<file path="src/hw/rtl/sjsg_pkg.sv">
// ----------------------------------------------------------------------------
// sjsg_pkg: shared types and constants of the sine joint setpoint generator
// Register indexes, fixed-point constants, the controller state type and the
// command, status and record structs passed between the modules.
// ----------------------------------------------------------------------------
package sjsg_pkg;

	// Configuration register indexes.
	localparam logic [2:0] CFG_ACTIVE_MOTOR = 3'd0;
	localparam logic [2:0] CFG_START_DELAY  = 3'd1;
	localparam logic [2:0] CFG_RUN_TICKS    = 3'd2;
	localparam logic [2:0] CFG_CENTER       = 3'd3;
	localparam logic [2:0] CFG_AMPLITUDE    = 3'd4;
	localparam logic [2:0] CFG_PHASE_STEP   = 3'd5;
	localparam logic [2:0] CFG_ACTIVE_KP    = 3'd6;
	localparam logic [2:0] CFG_ACTIVE_KD    = 3'd7;

	// Configuration reset values.
	localparam logic [3:0]         RST_ACTIVE_MOTOR = 4'd0;
	localparam logic [31:0]        RST_START_DELAY  = 32'd100;
	localparam logic [31:0]        RST_RUN_TICKS    = 32'd0;
	localparam logic signed [15:0] RST_CENTER       = 16'sd0;
	localparam logic [14:0]        RST_AMPLITUDE    = 15'd614;
	localparam logic [31:0]        RST_PHASE_STEP   = 32'd10737418;
	localparam logic [15:0]        RST_ACTIVE_KP    = 16'd1536;
	localparam logic [15:0]        RST_ACTIVE_KD    = 16'd77;

	// Fixed-point constants: pi/2 in Q30 and 2*pi in Q28.
	localparam logic [63:0] HALF_PI_Q30 = 64'd1686629713;
	localparam logic [63:0] TWO_PI_Q28  = 64'd1686629713;
	localparam logic [63:0] Q30_ONE     = 64'd1073741824;

	// Saturation limits of the command fields.
	localparam logic signed [31:0] POS_MAX = 32'sd32767;
	localparam logic signed [31:0] POS_MIN = -32'sd32768;
	localparam logic signed [63:0] VEL_MAX = 64'sd8388607;
	localparam logic signed [63:0] VEL_MIN = -64'sd8388608;

	typedef enum logic [3:0] {
		ST_IDLE,
		ST_COUNT,
		ST_WINDOW,
		ST_PHASE,
		ST_SIN_RD,
		ST_SIN,
		ST_COS,
		ST_MUL_AC,
		ST_MUL_LO,
		ST_MUL_HI,
		ST_VEL,
		ST_EMIT
	} sjsg_state_t;

	// Step commands from the controller to the datapath.
	typedef struct packed {
		logic count;
		logic window;
		logic phase;
		logic cap_sin;
		logic cap_cos;
		logic mul_ac;
		logic mul_lo;
		logic mul_hi;
		logic vel;
		logic idx_inc;
	} sjsg_cmd_t;

	// Status from the datapath back to the controller.
	typedef struct packed {
		logic last;
	} sjsg_stat_t;

	// One motor command record.
	typedef struct packed {
		logic [3:0]         motor_number;
		logic signed [15:0] position_command;
		logic signed [23:0] velocity_command;
		logic signed [15:0] torque_command;
		logic [15:0]        stiffness_gain;
		logic [15:0]        damping_gain;
		logic               last_record;
	} sjsg_rec_t;

endpackage

</file>
<file path="src/hw/rtl/sjsg_ctrl.sv">
// ----------------------------------------------------------------------------
// sjsg_ctrl: sequencing controller
// Accepts ticks, steps the datapath through the trajectory computation and
// then hands out one record per motor on the output channel.
// ----------------------------------------------------------------------------
module sjsg_ctrl (
	input  logic                 clk,
	input  logic                 arst_n,
	input  logic                 tick_valid,
	input  logic                 tick_period,
	output logic                 tick_ready,
	output logic                 rec_valid,
	input  logic                 rec_ready,
	output sjsg_pkg::sjsg_cmd_t  cmd,
	input  sjsg_pkg::sjsg_stat_t stat
);
	import sjsg_pkg::*;

	sjsg_state_t state_q;
	sjsg_state_t state_d;

	// State register.
	always_ff @(posedge clk or negedge arst_n) begin
		if (!arst_n) begin
			state_q <= ST_IDLE;
		end else begin
			state_q <= state_d;
		end
	end

	// Next state and datapath commands.
	always_comb begin
		state_d    = state_q;
		cmd        = '0;
		tick_ready = 1'b0;
		rec_valid  = 1'b0;
		unique case (state_q)
			ST_IDLE: begin
				tick_ready = 1'b1;
				if (tick_valid && tick_period) begin
					state_d = ST_COUNT;
				end
			end
			ST_COUNT: begin
				cmd.count = 1'b1;
				state_d   = ST_WINDOW;
			end
			ST_WINDOW: begin
				cmd.window = 1'b1;
				state_d    = ST_PHASE;
			end
			ST_PHASE: begin
				cmd.phase = 1'b1;
				state_d   = ST_SIN_RD;
			end
			ST_SIN_RD: begin
				state_d = ST_SIN;
			end
			ST_SIN: begin
				cmd.cap_sin = 1'b1;
				state_d     = ST_COS;
			end
			ST_COS: begin
				cmd.cap_cos = 1'b1;
				state_d     = ST_MUL_AC;
			end
			ST_MUL_AC: begin
				cmd.mul_ac = 1'b1;
				state_d    = ST_MUL_LO;
			end
			ST_MUL_LO: begin
				cmd.mul_lo = 1'b1;
				state_d    = ST_MUL_HI;
			end
			ST_MUL_HI: begin
				cmd.mul_hi = 1'b1;
				state_d    = ST_VEL;
			end
			ST_VEL: begin
				cmd.vel = 1'b1;
				state_d = ST_EMIT;
			end
			ST_EMIT: begin
				rec_valid = 1'b1;
				if (rec_ready) begin
					if (stat.last) begin
						state_d = ST_IDLE;
					end else begin
						cmd.idx_inc = 1'b1;
					end
				end
			end
			default: begin
				state_d = ST_IDLE;
			end
		endcase
	end

endmodule

</file>
<file path="config.mk">
export PLATFORM = sky130hd
export DESIGN_NAME = sjsg_ctrl
export DESIGN_NICKNAME = d
export VERILOG_FILES = /design/src/hw/rtl/sjsg_pkg.sv /design/src/hw/rtl/sjsg_ctrl.sv
export SDC_FILE = /design/constraint.sdc
export NUM_CORES = 1
export LEC_CHECK = 0
export ABC_CLOCK_PERIOD_IN_PS = 1890
export BUFFER_PORTS_ARGS = -buffer_cell sky130_fd_sc_hd__buf_2
export CAP_MARGIN = 20
export CORE_AREA = 2 2 39 41
export DETAILED_ROUTE_END_ITERATION = 16
export DIE_AREA = 0 0 41 43
export GPL_TIMING_DRIVEN = 0
export PLACE_DENSITY = 0.57
export SYNTH_ARGS = -nofsm -noshare
export SYNTH_HDL_FRONTEND = slang
export SYNTH_SLANG_ARGS = --single-unit
</file>
<file path="constraint.sdc">
create_clock -name clk -period 1.89 [get_ports clk]
set_input_delay 0.0945 -clock clk [delete_from_list [all_inputs] [get_ports clk]]
set_output_delay 0.0945 -clock clk [all_outputs]
set_load 0.05 [all_outputs]
</file>
### Yosys cells after proc, flatten, opt, wreduce, memory -nomap -nowiden

Cells that the tools add are included.

* flip-flop bits (word level): 4
* bits in latches: 0
* bits in writable memories: 0
* memory bits (read-only): 0
* input bits: 6
* output and inout bits: 12
* memories: 0

* $add $sub $neg: 0
* multipliers: 0
* divide/modulo/power cells: 0
* magnitude comparators: 0
* eq/ne operators: 14
* shift-type cells: 0
* mux-type cells: 18
* bitwise logic cells: 0
* reductions and logical operators: 3

Operator list (count)
* $pmux W4 S12: 1
* $eq A4 B3 Y1 const B: 4
* $eq A4 B4 Y1 const B: 4
* $mux W1: 14
* $mux W4: 3
* $eq A4 B2 Y1 const B: 2
* $ne A2 B2 Y1 const B: 3
* $eq A4 B1 Y1 const B: 1
* $logic_not A4 Y1: 1
* $reduce_and A3 Y1: 1
* $logic_and A1 B1 Y1: 1

### Longest topological paths before layout

Gate-level depths: netlist of run 1.

* depth after elaboration: 3
* mapped depth: 4
* mapped depth without buffers: 3

### Worst setup path before layout of run 1

Ideal clock, no wire load.

* path kind: flip-flop to output port
* from: register state_q[0]
* to: output tick_ready
* data arrival time: 2.007 ns
* setup slack: -0.211 ns
* cell stages (with the launch flop): 2
* path buffers: 0
* cells stage by stage: dfrtp_1 nor4_1

* word-level cells in the longest chain between the ends: 2

Ends and longest elaborated chain
* from (decl): RTL line sjsg_ctrl.sv:19 `sjsg_state_t state_q;`
* from (signal assigned): RTL line sjsg_ctrl.sv:27 `state_q <= state_d;`
* $logic_not A4 Y1: RTL line sjsg_ctrl.sv:37 `unique case (state_q)`
* $mux W1: RTL line sjsg_ctrl.sv:37
* to (decl): RTL line sjsg_ctrl.sv:11 `output logic tick_ready,`

Every way passes these cells.

==> flow_summary.json, run 1 <==
{
  "status": "completed",
  "tritoncts": "built",
  "grt_max_degree": 11,
  "hold_viol_final": 0,
  "finalInstanceArea_sq_um": 442,
  "drive_above_1_share": 0.474,
  "r2r_setup_slack_ps": 740,
  "antenna_found_initial": 0,
  "cts.clk_slew.worst_paths_ps": 40,
  "cts_buffers": 3,
  "ff2ff_path_depth": 4,
  "num_rows": 14,
  "dpl_cell_area_sq_um": 409,
  "timing.hold.ws_ps": 186,
  "path_class": "reg2out",
  "drt_wl_total_um": 725,
  "path_buf_inv": 1,
  "setup_viol": 0,
  "power.net_switching_uw": 523,
  "dieWidth_um": 41,
  "vias": 317,
  "syn_avg_cell_area_sq_um": 8.27,
  "seq_area_sq_um": 100,
  "clock-sinks": 4,
  "die_h_um": 43,
  "synth-xor-area-share": 0.0294,
  "cp_cell_sequence": "nand2_2 -> nor2_4 -> and3b_1 -> buf_2",
  "crit_path_end_kind": "primary output",
  "top_regs": "state_q x4",
  "finish.utilization": 0.319,
  "cp_top_family": "flip-flops",
  "synth-seq-cells": 4,
  "grt_pass1_vias": 273,
  "htreeDepth": 1,
  "worst-path-max-fanout": 8,
  "intPower_uw": 372,
  "period_needed_ps": 1540,
  "viasPerCell": 4.34,
  "ir_drop_mv": 0.434,
  "rsz0062_at_grt": "false",
  "io_buffers": 17,
  "first_pass_iters": 4,
  "syn_to_final_growth_pct": 48.3,
  "clk_latency_ps": 240,
  "multi_input_area_sq_um": 181,
  "drt_iter0_markers": 4,
  "final_antenna_net_count": 0,
  "largest_reg_flops": 4,
  "dpl.hpwl_um": 548,
  "r2r_start": "state_q[2]$_DFFE_PN0P_",
  "max_clock_freq_mhz": 649,
  "p_comb_frac": 0.666,
  "share_seq_of_total_power": 0.213,
  "start_util": 0.215,
  "pre_cts_ws_ps": 597,
  "synthMuxAreaShare": 0,
  "relSlewSlack": 0.788,
  "fillers": 158,
  "p_leak_uw": 0.000232,
  "power_density_mw_per_mm2": 2030,
  "yosysSeqAreaShare": 0.336,
  "ioPinCount": 18,
  "grt.overflow.total": 0,
  "clock_power_share": 0.121,
  "ys_warn_count": 0,
  "maxCapViolCount": 0,
  "synth_simple_gate_area_frac": 0.403,
  "synth_top_family_by_area": "simple AND/OR/NAND/NOR gates",
  "synth_cell_types": 20,
  "fin_skew_ps": 6.12,
  "syn_area_sq_um": 298,
  "grt_pass1_wl_mm": 1.10,
  "slew_viol_final": 0,
  "grt_util_all_layers": 0.0926,
  "cpPeakStageDelay_ps": 520,
  "regMostFlops": "state_q",
  "p_sw_frac": 0.584,
  "drc": 0,
  "final_nets": 65,
  "gp_congestion": 0.696,
  "layout_setup_ws_ps": 348,
  "wl_per_cell_um": 9.93,
  "finalCritPeriodShare": 0.816,
  "synthCells": 36,
  "critPathArrivalTime_ps": 1450,
  "cp_data_required_time_ps": 1800,
  "final.setup.tns_ps": 0,
  "synth_compound_gate_area_share": 0.155,
  "cts_buffer_depth": 2,
  "start_kind": "flip-flop",
  "coreArea_sq_mm": 0.00138,
  "tightest_slew_ps": 318,
  "die-area_sq_mm": 0.00176,
  "hold_path.class": "in2async",
  "critical-path-slowest-cell": "dfrtp_1",
  "reg2reg_to": "state_q[0]$_DFFE_PN0P_",
  "synth-adder-area-share": 0,
  "diodes": 0,
  "cts-root-buf": "clkbuf_4",
  "syn-num-nets": 42,
  "cp.depth": 4
}
==> power by group through the flow <==
stage	clock (uW)	sequential [uW]	combinational, uW
4_1_cts	114	189	602
6_report	108	191	596
3_5_place_dp	0	190	598
2_1_floorplan	0	177	493
5_1_grt	116	200	642
3_3_place_gp	0	189	597
==> per-stage QoR <==
stage / total power (uW) / std cells
detailed placement: 788 / 69
CTS: 905 / 73
global route: 959 / 73
finish: 895 / 73
floorplan: 670 / 36
global placement: 786 / 69
==> metal layers <==
| layer | track usage | share of wire |
|---|---|---|
| met2 | 0.125 | 0.45 |
| met1 | 0.120 | 0.48 |
| met3 | 0.0628 | 0.074 |
| met5 | 0 | 0 |
| met4 | 0.0200 | 0 |
==> Yosys cell counts <==
cell      count  area, sq um
nor2_1        7         26.3
dfrtp_1       4          100
nand2_1       4         15.0
nor3_1        4         20.0
nand2b_1      2         12.5
a211o_1       1         8.76
a21oi_1       1         5.00
a221oi_2      1         15.0
a31oi_1       1         6.26
and3b_1       1         8.76
buf_4         1         7.51
buf_6         1         11.3
inv_1         1         3.75
nand2_2       1         6.26
nand2b_4      1         13.8
nor2_4        1         11.3
nor4_1        1         6.26
o21ai_0       1         5.00
o22ai_1       1         6.26
xor2_1        1         8.76
==> worst max-delay path by stage <==
| stage | start | to | slack, ps |
|---|---|---|---|
| after floorplan | state_q[2]$_DFFE_PN0P_ | cmd[3] | 80 |
| after CTS | state_q[2]$_DFFE_PN0P_ | cmd[0] | 330 |
| after global routing | state_q[0]$_DFFE_PN0P_ | cmd[0] | 270 |
| after detailed placement | state_q[2]$_DFFE_PN0P_ | cmd[0] | 600 |
| after global placement | state_q[2]$_DFFE_PN0P_ | cmd[0] | 610 |
| final | state_q[0]$_DFFE_PN0P_ | cmd[0] | 350 |
==> placed cells by master, fill, tap and decap left out <==
cell type	instances
nand2_2	1
a21oi_1	1
dfrtp_1	4
nand2_1	4
and3b_1	1
o21ai_0	1
buf_6	1
a211o_1	1
xor2_1	1
nor2_1	7
inv_1	1
o22ai_1	1
buf_2	17
nor3_1	4
clkbuf_4	3
nor4_2	1
a31oi_1	1
dlygate4sd3_1	1
nand2b_4	1
a221oi_2	1
buf_4	1
nor2_4	1
nand2b_1	2
==> worst register-to-register path, stage by stage, from the launching register on <==
cell and delay (ps):
dfrtp_1 350, buf_4 170, a211o_1 270, a21oi_1 170
a221oi_2 50
==> final cells by class <==
class                           count  share of cell area
Buffer                              2              0.0425
Clock buffer                        3              0.0510
Inverter                            1             0.00850
Multi-Input combinational cell     29               0.411
Sequential cell                     4               0.227
Tap cell                           16              0.0453
Timing Repair Buffer               18               0.215
==> cell families (layout without fill, tap and decap cells) <==
group | count (synthesis) | in the layout
simple gates | 22 | 22
compound gates | 6 | 6
flops | 4 | 4
buf+inv | 3 | 24
xor+xnor | 1 | 1
==> repair_timing <==
item / CTS / global route
endpoints found under the hold margin: 4 / 0
gates resized for setup: 0 / 0
setup buffers: 0 / 0
hold buffers: 1 / 0
No activity file was read; power rests on OpenSTA's default activity.
==> inputs of run 2 (changes only) <==
- ABC_AREA: default -> 1
- ABC_CLOCK_PERIOD_IN_PS: 1890 -> 1350
- PLACE_DENSITY: 0.57 -> 0.59
- clock period: 1.89 -> 1.35 ns (I/O delays scaled with it)
==> run 2 against run 1 <==
Against the previous run:
- combinational power increased by 45%
- non-clock buffer count unchanged
- largest power group unchanged
- clock power increased by 31%
- sequential cell count unchanged
==> flow_summary.json, run 2 <==
{
  "grt_util_all_layers": 0.0848,
  "antenna_found_initial": 0,
  "start_util": 0.217,
  "ioPinCount": 18,
  "gp_congestion": 0.672,
  "grt_pass1_wl_um": 993,
  "start_kind": "flip-flop",
  "synthFlopType": "dfrtp_1",
  "critical-path-slowest-cell": "dfrtp_2",
  "finalCritPeriodShare": 0.981,
  "critPathArrivalTime_ps": 1260,
  "path_buf_inv": 1,
  "yosysTopAreaCell": "dfrtp_1",
  "cts.clk_slew.worst_paths_ps": 40,
  "period_needed_ps": 1320,
  "diodes": 0,
  "first_pass_iters": 4,
  "dpl.hpwl_um": 532,
  "synth_cell_types": 15,
  "cp_cell_sequence": "nor2_4 -> nand2_2 -> nor3b_4 -> buf_6",
  "cpPeakStageDelay_ps": 440,
  "syn-num-nets": 51,
  "synthCells": 45,
  "relSlewSlack": 0.835,
  "grt_max_degree": 5,
  "final_nets": 76,
  "dieWidth_um": 41,
  "ir_drop_mv": 0.775,
  "rsz0062_at_grt": "true",
  "die-area_sq_mm": 0.00176,
  "final.setup.tns_ps": 0,
  "io_buffers": 17,
  "ys_warn_count": 0,
  "cts_buffer_depth": 2,
  "synthArstFlopShare": 1.00,
  "crit_path_end_kind": "primary output",
  "status": "completed",
  "max_clock_freq_mhz": 755,
  "cts_buffers": 3,
  "path_class": "reg2out",
  "syn_avg_cell_area_sq_um": 6.67,
  "die_h_um": 43,
  "tritoncts": "built",
  "cp_top_family": "flip-flops",
  "wl_per_cell_um": 7.87,
  "drc": 0,
  "top_regs": "state_q x4",
  "coreArea_sq_mm": 0.00138,
  "synth-edff-count": 0,
  "final_cell_mix": "buf_2, nor2_1, nand2_1",
  "finish.utilization": 0.344,
  "num_rows": 14,
  "cp_data_required_time_ps": 1280,
  "fin_skew_ps": 1.73,
  "final_antenna_net_count": 0,
  "synthTopCellsByCount": "nand2_1, nor2_1, inv_1, inv_2, dfrtp_1",
  "hold_path.class": "in2async",
  "regMostFlops": "state_q",
  "drt_iter0_markers": 1,
  "power_density_mw_per_mm2": 2630,
  "maxCapViolCount": 0,
  "yosysSeqAreaShare": 0.333,
  "viasPerCell": 3.95,
  "yosys-top-cells-area": "dfrtp_1, nand2_1, nor2_1",
  "drive_above_1_share": 0.544,
  "synth-seq-cells": 4,
  "clk_latency_ps": 230,
  "worst-path-max-fanout": 4,
  "syn_to_final_growth_pct": 58.7,
  "setup_viol": 0,
  "htreeDepth": 1,
  "syn_area_sq_um": 300,
  "clock-sinks": 4,
  "drt_wl_total_um": 661,
  "pre_cts_ws_ps": 136,
  "grt.overflow.total": 0,
  "tightest_slew_ps": 250,
  "p_leak_uw": 0.000288,
  "slew_viol_final": 0,
  "largest_reg_flops": 4,
  "hold_viol_final": 0,
  "cts-root-buf": "clkbuf_4",
  "vias": 332,
  "grt_pass1_vias": 284,
  "layout_setup_ws_ps": 26.3,
  "synth_top_area_share": 0.333,
  "layout_commonest_cell": "buf_2"
}
==> run 2: cell types whose count changed after synthesis, sizes merged, moves of 3 or more <==
cell    before  now
nor3         4    0
nor2         8   12
nand2        5   12
nand2b       3    0
inv          1   10
==> run 2: layout make-up <==
class,instances,area (sq um)
inverters,10,37.5
clock buffers,3,22.5
fillers,167,907
well taps,16,20.0
repair buffers,20,126
multi-input cells,31,169
flip-flops and latches,4,101
==> run 2: worst paths after layout <==
path / startpoint / endpoint / slack [ps] / depth (start not counted)
max in group asynchronous: arst_n / state_q[2]$_DFFE_PN0P_ / 1060 / 2
worst min-delay path: arst_n / state_q[0]$_DFFE_PN0P_ / 160 / 2
worst min register to register: state_q[0]$_DFFE_PN0P_ / state_q[0]$_DFFE_PN0P_ / 610 / 3
worst max register to register: state_q[2]$_DFFE_PN0P_ / state_q[0]$_DFFE_PN0P_ / 340 / 4
min in group clk: rec_ready / state_q[0]$_DFFE_PN0P_ / 170 / 4
worst max-delay path: state_q[2]$_DFFE_PN0P_ / cmd[0] / 30 / 4
==> run 2: report_power, final <==
| part | total [uW] | switching, uW | internal (uW) |
|---|---|---|---|
| combinational | 862 | 614 | 247 |
| sequential | 248 | 68.4 | 180 |
| clock | 142 | 42.8 | 99.0 |
==> run 2: repair_timing <==
action	in CTS	in global routing
setup endpoints to repair	3	7
buffers inserted	1	1
hold buffers	1	0
pin swaps	1	2
gates resized for setup	2	7
endpoints found under the hold margin	4	0
==> run 2: metrics by stage <==
step	hold slack, ps	power, uW	std cells	area [sq um]
6_report	164	1250	84	477
5_1_grt	185	1350	84	477
4_1_cts	157	1220	83	458
3_5_place_dp	-125	1050	78	412
3_3_place_gp	-128	1040	78	412
2_1_floorplan	-228	895	45	307
==> run 2: per-layer routing <==
layer | part of all wire | track usage
met3 | 0.079 | 0.0157
met5 | 0 | 0
met1 | 0.41 | 0.0885
met2 | 0.51 | 0.131
met4 | 0 | 0.0800
==> run 2: kinds of logic (layout without fill, tap and decap cells) <==
| logic type | Yosys count | count (layout) | synth area share |
|---|---|---|---|
| buffers and inverters | 10 | 33 | 0.125 |
| AOI/OAI and AO/OA | 3 | 3 | 0.0625 |
| and+or+nand+nor | 28 | 28 | 0.479 |
| DFF | 4 | 4 | 0.333 |
==> inputs of run 3 (changes only) <==
- ABC_CLOCK_PERIOD_IN_PS: 1350 -> 1400
- HOLD_SLACK_MARGIN: default -> 0.05
- PLACE_DENSITY: 0.59 -> 0.57
- clock period: 1.35 -> 1.4 ns (I/O delays scaled with it)
==> run 3 against run 2 <==
Against the previous run:
- power decreased by 6.5%
- count of clock-buffer cells in the layout unchanged
- sequential cell count stayed put
- global-route usage is 0.19 points higher
- sequential share of layout area increased by 0.66 points
- clock power fell by 4%
- hold slack improved by 4.4 ps
- register-to-register slack gained 40 ps
- non-clock buffer count fell by 1
- critical endpoint unchanged
==> flow_summary.json, run 3 (synthesized netlist as in run 2, its figures left out) <==
{
  "die-area_sq_mm": 0.00176,
  "p_total_uw": 1170,
  "slew_viol_final": 0,
  "grt_pass1_vias": 294,
  "fillers": 154,
  "cpPeakStageDelay_ps": 390,
  "intPower_uw": 478,
  "top_regs": "state_q x4",
  "max_clock_freq_mhz": 746,
  "dieWidth_um": 41,
  "clk_latency_ps": 230,
  "grt.overflow.total": 0,
  "grt_pass1_wl_mm": 1.01,
  "critical-path-slowest-cell": "dfrtp_1",
  "p_sw_frac": 0.592,
  "cp_cell_sequence": "inv_2 -> nor2_4 -> nand2_2 -> nor3b_2 -> buf_6",
  "cts-root-buf": "clkbuf_4",
  "hold_viol_final": 0,
  "num_rows": 14,
  "final_nets": 75,
  "gp_congestion": 0.675,
  "antenna_found_initial": 0,
  "dpl.hpwl_um": 567,
  "period_needed_ps": 1340,
  "power_density_mw_per_mm2": 2560,
  "dp_cells": 78,
  "io_buffers": 17,
  "tritoncts": "built",
  "tightest_slew_ps": 253,
  "die_h_um": 43,
  "grt_util_all_layers": 0.0868,
  "largest_reg_flops": 4,
  "ff2ff_path_depth": 5,
  "wl_per_cell_um": 7.73,
  "htreeDepth": 1,
  "start_kind": "flip-flop",
  "drt_wl_total_um": 642,
  "vias": 327,
  "cp_data_required_time_ps": 1330,
  "drt_iter0_markers": 13,
  "share_seq_of_total_power": 0.203,
  "final_cell_mix": "buf_2, nor2_1, nand2_1",
  "hold_path.class": "in2async",
  "coreArea_sq_mm": 0.00138,
  "start_util": 0.217,
  "drc": 0,
  "syn_to_final_growth_pct": 52.1,
  "cts.clk_slew.worst_paths_ps": 30,
  "power.net_switching_uw": 693,
  "ir_drop_mv": 0.754,
  "cts_buffers": 3,
  "maxCapViolCount": 0,
  "p_leak_uw": 0.000278,
  "status": "completed",
  "worst-path-max-fanout": 3,
  "setup_viol": 0,
  "crit_path_end_kind": "primary output",
  "finalCritPeriodShare": 0.958,
  "regMostFlops": "state_q",
  "layout_commonest_cell": "buf_2",
  "drive_above_1_share": 0.522,
  "finalNonFillerCells": 83,
  "viasPerCell": 3.94,
  "critPathArrivalTime_ps": 1270,
  "fin_skew_ps": 0.484,
  "clock-sinks": 4,
  "relSlewSlack": 0.832,
  "path_class": "reg2out",
  "grt_max_degree": 5,
  "diodes": 0,
  "p_comb_frac": 0.681,
  "clock_power_share": 0.117,
  "ioPinCount": 18,
  "rsz0062_at_grt": "true",
  "cts_buffer_depth": 2,
  "final_antenna_net_count": 0,
  "timing.hold.ws_ps": 168,
  "first_pass_iters": 4
}
## run 3: power by group through the flow
stage | combinational [uW] | clock, uW | sequential [uW]
4_1_cts | 783 | 148 | 236
6_report | 797 | 136 | 237
2_1_floorplan | 633 | 0 | 227
5_1_grt | 866 | 155 | 244
3_3_place_gp | 768 | 0 | 234
3_5_place_dp | 778 | 0 | 238
## run 3: path summary, 6_finish.rpt
path	end	start	slack, ps
max	cmd[0]	state_q[3]$_DFFE_PN0P_	60
max reg2reg	state_q[0]$_DFFE_PN0P_	state_q[3]$_DFFE_PN0P_	380
max in group asynchronous	state_q[1]$_DFFE_PN0P_	arst_n	1120
min	state_q[3]$_DFFE_PN0P_	arst_n	170
min reg2reg	state_q[0]$_DFFE_PN0P_	state_q[0]$_DFFE_PN0P_	610
min in group clk	state_q[0]$_DFFE_PN0P_	rec_ready	180
## run 3: repair_timing
item / CTS / global route
gates resized for setup: 1 / 3
hold endpoints to repair: 4 / 0
setup buffers: 0 / 1
hold buffers: 1 / 0
pin swaps: 0 / 1
endpoints found under the setup margin: 1 / 4
## run 3: metrics by stage
step | area (sq um) | setup WS (ps) | setup TNS [ps] | utilization
finish | 457 | 59.2 | 0 | 0.330
global route | 457 | -53.2 | -53.2 | 0.330
CTS | 440 | 11.1 | 0 | 0.318
detailed placement | 405 | 210 | 0 | 0.293
global placement | 405 | 229 | 0 | 0.293
floorplan | 300 | 11.5 | 0 | -
## run 3: routing by layer
layer / up-vias / wire length [um] / GRT usage
met5: - / 0 / 0
met4: 0 / 0 / 0.0800
met3: 0 / 36 / 0.0157
met2: 9 / 325 / 0.128
met1: 137 / 280 / 0.0980
li1: 181 / - / -
## run 3: area by class of cell
| type | count | area (sq um) | share of cell area |
|---|---|---|---|
| clock buffers | 3 | 22.5 | 0.0493 |
| inverters | 10 | 37.5 | 0.0822 |
| multi-input cells | 31 | 163 | 0.356 |
| flip-flops and latches | 4 | 100 | 0.219 |
| well taps | 16 | 20.0 | 0.0438 |
| repair buffers | 19 | 114 | 0.249 |
## run 3: worst max-delay path, delay by kind of cell (launching register included)
family        cells  cell delay [ps]
simple gates      3              400
flops             1              390
buf+inv           2              250
